`src/rtl/core/vlc_pkg.sv`:
```
`timescale 1ns / 1ps
package vlc_pkg;

   localparam int SAMPLE_BITS_DEF = 10;
   localparam int CFG_W           = 10;
   localparam int HOLD_W          = 9;
   localparam int COUNT_W         = 8;
   localparam int CSR_IDX_W       = 3;
   localparam int CSR_DATA_W      = 10;
   localparam int RSP_DATA_W      = 8;

   localparam logic [CFG_W-1:0]   LIGHT_THR_RST  = 10'd150;
   localparam logic [CFG_W-1:0]   MOTION_THR_RST = 10'd12;
   localparam logic [HOLD_W-1:0]  HOLD_RST       = 9'd300;
   localparam logic [CFG_W-1:0]   BRAKE_RST      = 10'd512;
   localparam logic [CFG_W-1:0]   RANGE_RST      = 10'd70;

   localparam logic [COUNT_W-1:0] BLINK_TICKS    = 8'd250;

   typedef enum logic [CSR_IDX_W-1:0] {
      CSR_LIGHT_THR  = 3'd0,
      CSR_MOTION_THR = 3'd1,
      CSR_HOLD       = 3'd2,
      CSR_BRAKE      = 3'd3,
      CSR_RANGE      = 3'd4
   } csr_idx_type;

   typedef struct packed {
      logic [CFG_W-1:0]  light_threshold;
      logic [CFG_W-1:0]  motion_threshold;
      logic [HOLD_W-1:0] motion_hold_ticks;
      logic [CFG_W-1:0]  brake_level;
      logic [CFG_W-1:0]  range_limit;
   } cfg_type;

   typedef struct packed {
      logic buzzer;
      logic warning_light;
      logic left_lamp;
      logic right_lamp;
      logic brake_light;
      logic headlight;
   } result_type;

   typedef struct packed {
      logic               active;
      logic [COUNT_W-1:0] count;
   } turn_type;

   // blink windows of the 250-tick pattern
   function automatic logic in_window(input logic [COUNT_W-1:0] c);
      in_window = (c > 8'd0   && c <= 8'd50)  ||
                  (c > 8'd100 && c <  8'd150) ||
                  (c > 8'd200 && c <= 8'd250);
   endfunction

   function automatic turn_type turn_step(input turn_type cur, input logic button,
                                          input logic other_active);
      turn_type nxt;
      nxt = cur;
      if (button && !cur.active && !other_active) begin
         nxt.count  = BLINK_TICKS;
         nxt.active = 1'b1;
      end
      if (nxt.count != '0 && nxt.active) begin
         nxt.count = nxt.count - COUNT_W'(1);
      end else if (nxt.count == '0) begin
         nxt.active = 1'b0;
      end
      turn_step = nxt;
   endfunction

endpackage

```
`src/rtl/core/vlc_csr_regs.sv`:
```
`timescale 1ns / 1ps
module vlc_csr_regs (
   input  logic                           clock,
   input  logic                           reset,
   input  logic                           wr_en,
   input  logic [vlc_pkg::CSR_IDX_W-1:0]  wr_index,
   input  logic [vlc_pkg::CSR_DATA_W-1:0] wr_data,
   output vlc_pkg::cfg_type               cfg
);
   import vlc_pkg::*;

   cfg_type cfg_ff, cfg_in;

   always_comb begin
      cfg_in = cfg_ff;
      if (wr_en) begin
         unique case (wr_index)
            CSR_LIGHT_THR:  cfg_in.light_threshold   = wr_data[CFG_W-1:0];
            CSR_MOTION_THR: cfg_in.motion_threshold  = wr_data[CFG_W-1:0];
            CSR_HOLD:       cfg_in.motion_hold_ticks = wr_data[HOLD_W-1:0];
            CSR_BRAKE:      cfg_in.brake_level       = wr_data[CFG_W-1:0];
            CSR_RANGE:      cfg_in.range_limit       = wr_data[CFG_W-1:0];
            default:        cfg_in = cfg_ff;
         endcase
      end
   end

   always_ff @(posedge clock) begin
      if (reset) begin
         cfg_ff.light_threshold   <= LIGHT_THR_RST;
         cfg_ff.motion_threshold  <= MOTION_THR_RST;
         cfg_ff.motion_hold_ticks <= HOLD_RST;
         cfg_ff.brake_level       <= BRAKE_RST;
         cfg_ff.range_limit       <= RANGE_RST;
      end else begin
         cfg_ff <= cfg_in;
      end
   end

   assign cfg = cfg_ff;

endmodule

```
`src/rtl/core/vlc_tick_core.sv`:
```
`timescale 1ns / 1ps
module vlc_tick_core #(
   parameter int SAMPLE_BITS = vlc_pkg::SAMPLE_BITS_DEF
) (
   input  logic                   clock,
   input  logic                   reset,
   input  logic                   advance,
   input  vlc_pkg::cfg_type       cfg,
   input  logic [SAMPLE_BITS-1:0] tilt_x,
   input  logic [SAMPLE_BITS-1:0] tilt_y,
   input  logic [SAMPLE_BITS-1:0] light_level,
   input  logic [SAMPLE_BITS-1:0] rear_range,
   input  logic                   right_button,
   input  logic                   left_button,
   output vlc_pkg::result_type    result
);
   import vlc_pkg::*;

   localparam int CMP_W = (SAMPLE_BITS > CFG_W) ? SAMPLE_BITS : CFG_W;

   logic                   night_ff, night_in;
   logic [HOLD_W-1:0]      motion_ff, motion_in;
   logic [SAMPLE_BITS-1:0] last_x_ff, last_y_ff;
   turn_type               right_ff, right_in, left_ff, left_in;
   logic [SAMPLE_BITS:0]   beep_ff, beep_in;
   logic [SAMPLE_BITS-1:0] half_ff, half_in;
   logic                   armed_ff, armed_in;
   logic                   sonar_ff, sonar_in;
   logic                   bbuzz;
   logic [2:0]             lamp_ff, lamp_in;

   logic [SAMPLE_BITS-1:0] dx, dy;
   logic                   moved;
   logic [HOLD_W-1:0]      motion_mid;
   logic                   armed_mid;
   logic [SAMPLE_BITS+1:0] range3;
   logic [SAMPLE_BITS:0]   beep_mid;
   logic                   head;

   always_comb begin
      night_in = night_ff;
      if (CMP_W'(light_level) > CMP_W'(cfg.light_threshold)) begin
         night_in = 1'b1;
      end else if (motion_ff == '0) begin
         night_in = 1'b0;
      end

      dx = (tilt_x >= last_x_ff) ? tilt_x - last_x_ff : last_x_ff - tilt_x;
      dy = (tilt_y >= last_y_ff) ? tilt_y - last_y_ff : last_y_ff - tilt_y;
      moved = (CMP_W'(dx) > CMP_W'(cfg.motion_threshold)) ||
              (CMP_W'(dy) > CMP_W'(cfg.motion_threshold));
      motion_mid = moved ? cfg.motion_hold_ticks : motion_ff;
      head       = night_in && (motion_mid != '0);
      motion_in  = (motion_mid != '0) ? motion_mid - HOLD_W'(1) : motion_mid;

      // rear beep, warning and sonar hold at the midpoint
      lamp_in   = lamp_ff;
      sonar_in  = sonar_ff;
      armed_mid = armed_ff;
      if (beep_ff == '0) begin
         armed_mid = 1'b0;
      end else if (beep_ff > {1'b0, half_ff}) begin
         sonar_in   = 1'b1;
         lamp_in[2] = 1'b1;
      end else if (beep_ff < {1'b0, half_ff}) begin
         sonar_in   = 1'b0;
         lamp_in[2] = 1'b0;
      end
      range3   = {2'b00, rear_range} + {1'b0, rear_range, 1'b0};
      beep_mid = beep_ff;
      half_in  = half_ff;
      armed_in = armed_mid;
      if (!armed_mid && (CMP_W'(rear_range) < CMP_W'(cfg.range_limit))) begin
         beep_mid = range3[SAMPLE_BITS+1:1];
         half_in  = range3[SAMPLE_BITS+1:2];
         armed_in = 1'b1;
      end
      beep_in = (beep_mid != '0) ? beep_mid - (SAMPLE_BITS+1)'(1) : beep_mid;

      right_in = turn_step(right_ff, right_button, left_ff.active);
      left_in  = turn_step(left_ff, left_button, right_in.active);

      if (in_window(right_in.count)) begin
         lamp_in[0] = 1'b1;
         bbuzz      = 1'b1;
      end else if (in_window(left_in.count)) begin
         lamp_in[1] = 1'b1;
         bbuzz      = 1'b1;
      end else begin
         lamp_in[1:0] = 2'b00;
         bbuzz        = 1'b0;
      end

      result.headlight     = head;
      result.brake_light   = CMP_W'(tilt_y) >= CMP_W'(cfg.brake_level);
      result.right_lamp    = lamp_in[0];
      result.left_lamp     = lamp_in[1];
      result.warning_light = lamp_in[2];
      result.buzzer        = sonar_in || bbuzz;
   end

   always_ff @(posedge clock) begin
      if (reset) begin
         night_ff  <= 1'b0;
         motion_ff <= '0;
         last_x_ff <= '0;
         last_y_ff <= '0;
         right_ff  <= '0;
         left_ff   <= '0;
         beep_ff   <= '0;
         half_ff   <= '0;
         armed_ff  <= 1'b0;
         sonar_ff  <= 1'b0;
         lamp_ff   <= '0;
      end else if (advance) begin
         night_ff  <= night_in;
         motion_ff <= motion_in;
         last_x_ff <= tilt_x;
         last_y_ff <= tilt_y;
         right_ff  <= right_in;
         left_ff   <= left_in;
         beep_ff   <= beep_in;
         half_ff   <= half_in;
         armed_ff  <= armed_in;
         sonar_ff  <= sonar_in;
         lamp_ff   <= lamp_in;
      end
   end

`ifndef SYNTHESIS
   a_turn_exclusive: assert property (@(posedge clock) disable iff (reset)
      !(right_ff.active && left_ff.active))
      else $error("both turn signals active");
   a_right_count: assert property (@(posedge clock) disable iff (reset)
      (right_ff.count != '0) |-> right_ff.active)
      else $error("right count running while inactive");
   a_left_count: assert property (@(posedge clock) disable iff (reset)
      (left_ff.count != '0) |-> left_ff.active)
      else $error("left count running while inactive");
   a_idle_hold: assert property (@(posedge clock) disable iff (reset)
      !advance |=> $stable(beep_ff) && $stable(motion_ff))
      else $error("timer moved without a request");
`endif

endmodule

```
`src/rtl/core/vehicle_light_controller_tick.sv`:
```
`timescale 1ns / 1ps
// rsp_tvalid rises once the accepted request has passed the input register
// and then the result register; a stall on rsp_tready holds it in between
// throughput: one request per cycle while rsp_tready does not stall, set by the
// combinational tick update between the input and result registers
// reset: synchronous, active high; clears all tick state and the pipeline valids
// and loads the configuration registers with their default values
module vehicle_light_controller_tick #(
   parameter int SAMPLE_BITS = vlc_pkg::SAMPLE_BITS_DEF
) (
   input  logic                                      clock,
   input  logic                                      reset,
   input  logic                                      req_tvalid,
   output logic                                      req_tready,
   // tilt_x, tilt_y, light_level, rear_range, right_button, left_button, zero pad
   input  logic [((4*SAMPLE_BITS+2+7)/8)*8-1:0]      req_tdata,
   output logic                                      rsp_tvalid,
   input  logic                                      rsp_tready,
   // headlight, brake_light, right_lamp, left_lamp, warning_light, buzzer, zero pad
   output logic [vlc_pkg::RSP_DATA_W-1:0]            rsp_tdata,
   input  logic                                      csr_valid,
   output logic                                      csr_ready,
   input  logic [vlc_pkg::CSR_IDX_W-1:0]             csr_index,
   input  logic [vlc_pkg::CSR_DATA_W-1:0]            csr_data
);
   import vlc_pkg::*;

   localparam int SB = SAMPLE_BITS;

   cfg_type    cfg;
   result_type result;
   result_type out_ff;
   logic       in_vld_ff, in_vld_in;
   logic       out_vld_ff, out_vld_in;
   logic       advance;
   logic [SB-1:0] x_ff, y_ff, light_ff, range_ff;
   logic          rbtn_ff, lbtn_ff;

   assign csr_ready  = 1'b1;
   assign advance    = in_vld_ff && (!out_vld_ff || rsp_tready);
   assign req_tready = !in_vld_ff || advance;
   assign in_vld_in  = (req_tvalid && req_tready) || (in_vld_ff && !advance);
   assign out_vld_in = advance || (out_vld_ff && !rsp_tready);

   always_ff @(posedge clock) begin
      if (reset) begin
         in_vld_ff  <= 1'b0;
         out_vld_ff <= 1'b0;
      end else begin
         in_vld_ff  <= in_vld_in;
         out_vld_ff <= out_vld_in;
      end
   end

   always_ff @(posedge clock) begin
      if (req_tvalid && req_tready) begin
         x_ff     <= req_tdata[SB-1:0];
         y_ff     <= req_tdata[2*SB-1:SB];
         light_ff <= req_tdata[3*SB-1:2*SB];
         range_ff <= req_tdata[4*SB-1:3*SB];
         rbtn_ff  <= req_tdata[4*SB];
         lbtn_ff  <= req_tdata[4*SB+1];
      end
      if (advance) begin
         out_ff <= result;
      end
   end

   vlc_csr_regs u_csr (
      .clock    (clock),
      .reset    (reset),
      .wr_en    (csr_valid && csr_ready),
      .wr_index (csr_index),
      .wr_data  (csr_data),
      .cfg      (cfg)
   );

   vlc_tick_core #(
      .SAMPLE_BITS (SAMPLE_BITS)
   ) u_core (
      .clock        (clock),
      .reset        (reset),
      .advance      (advance),
      .cfg          (cfg),
      .tilt_x       (x_ff),
      .tilt_y       (y_ff),
      .light_level  (light_ff),
      .rear_range   (range_ff),
      .right_button (rbtn_ff),
      .left_button  (lbtn_ff),
      .result       (result)
   );

   assign rsp_tvalid = out_vld_ff;
   assign rsp_tdata  = {{(RSP_DATA_W-6){1'b0}}, out_ff.buzzer, out_ff.warning_light,
                        out_ff.left_lamp, out_ff.right_lamp, out_ff.brake_light,
                        out_ff.headlight};

endmodule

```
`config.mk`:
```
export PLATFORM = sky130hd
export DESIGN_NAME = vehicle_light_controller_tick
export DESIGN_NICKNAME = d
export VERILOG_FILES = /design/src/rtl/core/vlc_pkg.sv /design/src/rtl/core/vlc_csr_regs.sv /design/src/rtl/core/vlc_tick_core.sv /design/src/rtl/core/vehicle_light_controller_tick.sv
export SDC_FILE = /design/constraint.sdc
export NUM_CORES = 1
export LEC_CHECK = 0
export BUFFER_PORTS_ARGS = -buffer_cell sky130_fd_sc_hd__buf_4
export CORE_MARGIN = 1.5
export CORE_UTILIZATION = 35
export CTS_CLUSTER_SIZE = 24
export DETAILED_ROUTE_END_ITERATION = 8
export PLACE_DENSITY = 0.51
export SETUP_SLACK_MARGIN = 0.2
export SLEW_MARGIN = 20
export SYNTH_ARGS = -nofsm -noshare
export SYNTH_HDL_FRONTEND = slang
export SYNTH_SLANG_ARGS = --single-unit
```
`constraint.sdc`:
```
create_clock -name clock -period 7.1 [get_ports clock]
set_input_delay 0.355 -clock clock [delete_from_list [all_inputs] [get_ports clock]]
set_output_delay 0.355 -clock clock [all_outputs]
set_load 0.01 [all_outputs]
```
## Word-level counts from Yosys, hierarchy flattened

Cells that the tools add are included.

- Multiplexer cells: 29
- Reduce and logical (&&, ||, !) cells: 51
- $add $sub $neg: 9
- Order comparisons: 21
- Eq/ne operators: 4

Operators with widths:

| operator | number |
|---|---|
| $sub A10 B10 Y10 | 4 |
| $mux W9 | 4 |
| $ge A10 B10 Y1 | 3 |
| $gt A10 B10 Y1 | 3 |
| $mux W11 | 2 |
| $mux W10 | 2 |
| $mux W1 | 19 |
| $logic_and A1 B1 Y1 | 18 |
| $gt A8 B1 Y1 const B | 2 |
| $gt A8 B7 Y1 const B | 2 |
| $gt A8 B8 Y1 const B | 2 |
| $le A8 B6 Y1 const B | 2 |
| $le A8 B8 Y1 const B | 2 |
| $logic_not A8 Y1 | 2 |
| $lt A8 B8 Y1 const B | 2 |
| $mux W8 | 2 |
| $reduce_bool A8 Y1 | 2 |
| $sub A8 B1 Y8 const B | 2 |
| $add A10 B11 Y12 | 1 |
| $reduce_and A2 Y1 | 6 |
| $gt A11 B10 Y1 | 1 |
| $logic_not A11 Y1 | 1 |
| $lt A11 B10 Y1 | 1 |
| $reduce_bool A11 Y1 | 1 |
| other kinds (11) | 28 |

- Bits of input ports: 66
- Register bits after elaboration: 173
- Word-level logic and storage cells: 146

## Logic depth before layout (Yosys ltp)

- Word-level depth: 20
- Depth in mapped cells: 29
- Mapped depth without buffers: 27

## Hierarchy

From an unflattened synthesis, not the netlist that was laid out.

- Cells, all modules: 1352
- Area total of the unflattened synthesis: 11898.9 um^2

Modules (own cells, without submodules):

| module | seq. area each (um^2) | cells each | area each (um^2) | times used |
|---|---|---|---|---|
| vlc_tick_core | 1481.4 | 1098 | 8294.2 | 1 |
| vlc_csr_regs | 980.9 | 191 | 2029.4 | 1 |
| vehicle_light_controller_tick | 1481.4 | 63 | 1575.3 | 1 |

## Worst setup path before layout

Ideal clock, no wire load.

- Path kind: reg2reg
- From: register x_ff[0]
- To: register u_core.motion_ff[5]
- Clock period less this slack: 5.837 ns
- Arrival time: 5.763 ns
- Library setup time: 0.074 ns
- Path slack: 1.263 ns
- Stages on the path, launching flop included: 29
- Data required time: 7.026 ns
- Cell sequence: edfxtp_1 inv_1 ha_1 inv_1 fa_1 a21o_1 a21oi_1 o21a_1 o21bai_1 a2111oi_0 nor3_2 clkbuf_1 a211oi_1 a21oi_1 a21oi_1 xnor2_1 ha_1 nand4_1 a21oi_1 a211oi_1 o32ai_2 clkbuf_1 mux2i_1 ha_1 inv_1 o22a_1 o21ai_0 a2111o_1 a31oi_1

- Cells in the longest elaborated chain, start to end: 7
- Elaborated cells between the ends (all ways): 10
- Classes of those cells: add/sub (3); order compare (2); mux (3); reduce/logical (2)

RTL lines:

| element | line | text |
|---|---|---|
| start: declaration | vehicle_light_controller_tick.sv:36 | `logic [SB-1:0] x_ff, y_ff, light_ff, range_ff;` |
| start signal: assignment | vehicle_light_controller_tick.sv:57 | `x_ff <= req_tdata[SB-1:0];` |
| $sub A10 B10 Y10 / $ge A10 B10 Y1 (equally long branches) | vlc_tick_core.sv:48 | `dx = (tilt_x >= last_x_ff) ? tilt_x - last_x_ff : last_x_ff - tilt_x;` |
| $mux W10 (*) | vlc_tick_core.sv:48 |  |
| $gt A10 B10 Y1 (*) | vlc_tick_core.sv:50 | `moved = (CMP_W'(dx) > CMP_W'(cfg.motion_threshold)) \|\|` |
| $logic_or A1 B1 Y1 (*) | vlc_tick_core.sv:50 |  |
| $mux W9 (*) | vlc_tick_core.sv:52 | `motion_mid = moved ? cfg.motion_hold_ticks : motion_ff;` |
| $sub A9 B1 Y9 / $reduce_bool A9 Y1 (equally long branches) | vlc_tick_core.sv:54 | `motion_in = (motion_mid != '0) ? motion_mid - HOLD_W'(1) : motion_mid;` |
| $mux W9 (*) | vlc_tick_core.sv:54 |  |
| end signal: assignment | vlc_tick_core.sv:117 | `motion_ff <= motion_in;` |
| end: declaration | vlc_tick_core.sv:22 | `logic [HOLD_W-1:0] motion_ff, motion_in;` |

Every way passes the cells marked *; elsewhere a longest branch is shown, timed or not.
A chain may end at the register's enable or synchronous reset.

## Final worst setup path

Same ends and word-level chain as after synthesis.

==> summary.md <==
| Metric | Value |
|---|---|
| Status | finished clean |
| Min-Delay Path Class | in -> reg |
| WL per Instance | approximately 15 microns |
| Setup Fix Bufs, Post-CTS | 0 |
| Seq/Total Area, Yosys | 0.343 |
| Total die area | about 34000 sq um |
| Antenna violations before repair | 0 |
| FILL cells | roughly 3300 |
| Worst EP required | approximately 7500 ps |
| Lkg Pwr | 5.27 nW |
| Layout cells sized above 1 | 0.0943 |
| Top_reg_cell synth | dfxtp_1 |
| N_diodes | 0 |
| Crit. End Element | flop |
| Initial DRC count | around 550 |
| Post-route ant nets | 0 |
| Skew-Pair Late Insertion Delay | 460 ps |
| Distinct cell type count after synthesis | between 80 and 90 |
| Pre-antenna DRT Iters | 7 |
| Fin crit share | 0.875 |
| Syn Area/Cell | 8.28 sq um |
| Max-slew violation count | 0 |
| Synth top area cells | dfxtp_1, edfxtp_1, ha_1 |
| Largest net degree at the start of global routing | 91 |
| Max cap viols | 0 |
| Nets | around 1600 |
| Mapped Area | between 10000 and 15000 sq um |
| H-tree Lvls | 4 |
| Post_cts resized | 0 |
| CTS tree | yes |
| DP Wirelength | 19.7 mm |
| Overflow after GRT | 0 |
| Area leader, netlist | dfxtp_1 |
| Vias in the first global route | ~9000 |
| Final setup vio count | 0 |
| Achievable Freq | 161 MHz |
| Crit path DAT | 6600 ps |
| Total power | roughly 0.003 W |
| CP Class | reg -> reg |
| Row cnt | between 60 and 70 |
| Syn Inst Count | between 1000 and 1500 |
| Max Fanout on Critical Path | 16 |
| Logic pwr share | 0.280 |
| Max Root-Sink Buffers | 2 |
| CP Launch Type | flop |
| Initial Util | 0.354 |
| Synthesis-to-layout area growth | 12.7% |
| RSZ-0062 raised after global routing | no |
| P_sw | approximately 0.0010 W |
| Synth Register Bits | 173 |
| CORE AREA | ~32000 sq um |
| Io pins | 77 |
| Post-synth ARST share | 0 |
| Hold Fails Final Rpt | 0 |
| Min Tclk post-route | ~6200 ps |
| Worst slew pin tran | roughly 1100 ps |
| Seq pwr share | 0.389 |
| Switching Share | 0.347 |
| Clock-pin slew on the worst setup and hold paths | ~80 ps |
| Final setup margin | between 800 and 900 ps |
| Cts hold-fix bufs | 0 |
| Post-synth EDFFs | 48 |
| CTS root buf | clkbuf_16 |
| Internal | ~0.0019 W |
| Pre-CTS setup slack | ~1000 ps |
| DR DRC count | 0 |
| Routability cong. | 0.824 |
| Via Count | around 9700 |
| Maximum vdd ir drop | roughly 170 uV |
| Yosys top cell area share | 0.218 |
| Clock Sinks | 173 |
| Die Wd | roughly 180 microns |
| Worst-case clock skew | around 16 ps |
| Port-buffer cells | 67 |
| Final cell utilization of the core | 0.400 |
| TritonCTS buffer count | 17 |
| Normalized max-slew margin | 0.291 |
| First-pass GRT wire length | between 40 and 50 mm |
| Setup_tns | 0 ps |
| Total Routing Usage GR | 0.169 |
| Routed vias/inst | approximately 5.2 |
| Cell area power density | around 230 nW/um^2 |
| Ys Warns | 0 |
| Clock share of power | 0.331 |
| Wirelength, routed | 28.0 mm |
| Die extent in y | approximately 180 microns |
layer usage:
layer	vias to the layer above	track usage	wire (microns)
met4	0	0.0525	418
li1	4955	-	-
met2	157	0.270	12400
met1	4532	0.235	14300
met5	-	0	0
met3	27	0.0247	901
worst max-delay path, stage by stage, from the launching register on:
cell and delay, ps:
edfxtp_1 420, inv_1 80, ha_1 160, inv_1 60
fa_1 400, a21o_1 200, a21oi_1 180, o21a_1 150
o21bai_1 90, a2111oi_0 700, nor3_4 250, and3_1 250
o31ai_1 240, mux2i_1 220, a21oi_1 60, ha_1 310
a211o_1 300, a211oi_1 260, o32ai_2 180, mux2i_1 180
ha_1 290, inv_1 170, o22a_1 280, o21ai_0 200
a2111o_1 410, a31oi_1 120
power by group through the flow:
stage                     combinational (W)  clock, W  sequential [W]
after floorplan                    0.000623         0         0.00114
after global placement             0.000803         0         0.00116
after detailed placement           0.000815         0         0.00116
after CTS                          0.000819   0.00100         0.00114
after global routing               0.000924   0.00104         0.00115
final                              0.000817  0.000968         0.00114
path summary, 6_finish.rpt:
| path | start | endpoint | slack [ps] | cells after the start |
|---|---|---|---|---|
| max | x_ff[0]$_DFFE_PP_ | u_core.motion_ff[5]$_SDFFE_PP0P_ | 880 | 25 |
| min reg2reg | u_core.half_ff[6]$_SDFFE_PP0P_ | u_core.half_ff[6]$_SDFFE_PP0P_ | 450 | 2 |
| max reg2reg | x_ff[0]$_DFFE_PP_ | u_core.motion_ff[5]$_SDFFE_PP0P_ | 880 | 25 |
| min | req_tdata[18] | y_ff[8]$_DFFE_PP_ | 70 | 1 |
layout by cell type, fill, tap and decap left out, types with 25 or more instances in the layout:
master	n
edfxtp_1	48
a211oi_1	25
buf_4	75
a21o_1	35
ha_1	113
inv_1	114
dfxtp_1	125
nor2_1	109
o21ai_0	52
nand2_1	193
nor3_1	25
mux2i_1	31
a21oi_1	140
cell families (layout without fill, tap and decap cells):
group / Yosys count / count (layout) / synth area share
buffers and inverters: 180 / 222 / 0.0612
AOI/OAI and AO/OA: 369 / 369 / 0.208
muxes: 37 / 37 / 0.0328
other: 2 / 3 / 0.000653
xor gates and xnor gates: 37 / 37 / 0.0282
and+or+nand+nor: 473 / 473 / 0.195
DFF: 173 / 173 / 0.343
adders and majority gates: 118 / 118 / 0.132
synthesized netlist by cell type, types with 4 or more instances:
master     count
mux2_2         4
a22oi_1        7
nor2b_1       22
buf_2          5
or3_1          8
nand3b_1      10
dfxtp_1      125
a22o_1         4
inv_1        115
o21a_1         8
a31oi_1       14
a21oi_1      140
xor2_1        17
mux2i_1       31
clkbuf_1      52
and3_1         5
nand4_1       13
a21o_1        35
o221ai_1       4
or4_1          4
buf_4          4
nor2_1       109
a21boi_0       5
o21ai_1        6
nor3b_1        6
o31ai_1        6
nor4_1         8
edfxtp_1      48
o2111ai_1      5
and2_1         7
o21bai_1      10
nand2_1      193
ha_1         113
nor3_1        25
o211ai_1       4
o21ai_0       52
fa_1           5
nand2b_1      14
xnor2_1       20
nand3_1       24
a211oi_1      25
a211o_1       11
through the flow:
step	hold slack, ps	area (sq um)	std cells
final	65.8	13000	1874
after global routing	44.3	13000	1874
after CTS	39.7	13000	1874
after detailed placement	448	12400	1842
after global placement	443	12400	1842
after floorplan	436	11500	1390
flip-flops by register name, indices dropped and copies added (netlist names), 6 cells and up:
name              flops
u_core.half_ff       10
u_core.last_y_ff     10
u_core.last_x_ff     10
y_ff                 10
u_core.left_ff        9
x_ff                 10
rsp_tdata             6
range_ff             10
u_core.right_ff       9
u_core.beep_ff       11
u_core.motion_ff      9
u_csr.cfg            49
light_ff             10
final cells by class:
type / instances / area, sq um / share of cell area
inverters: 115 / 432 / 0.0333
flip-flops and latches: 173 / 3940 / 0.304
clock buffers: 18 / 439 / 0.0339
multi-input cells: 1037 / 6880 / 0.530
repair buffers: 75 / 563 / 0.0434
well taps: 442 / 553 / 0.0426
clock inverters: 14 / 163 / 0.0125
No activity file was read; power rests on OpenSTA's default activity.
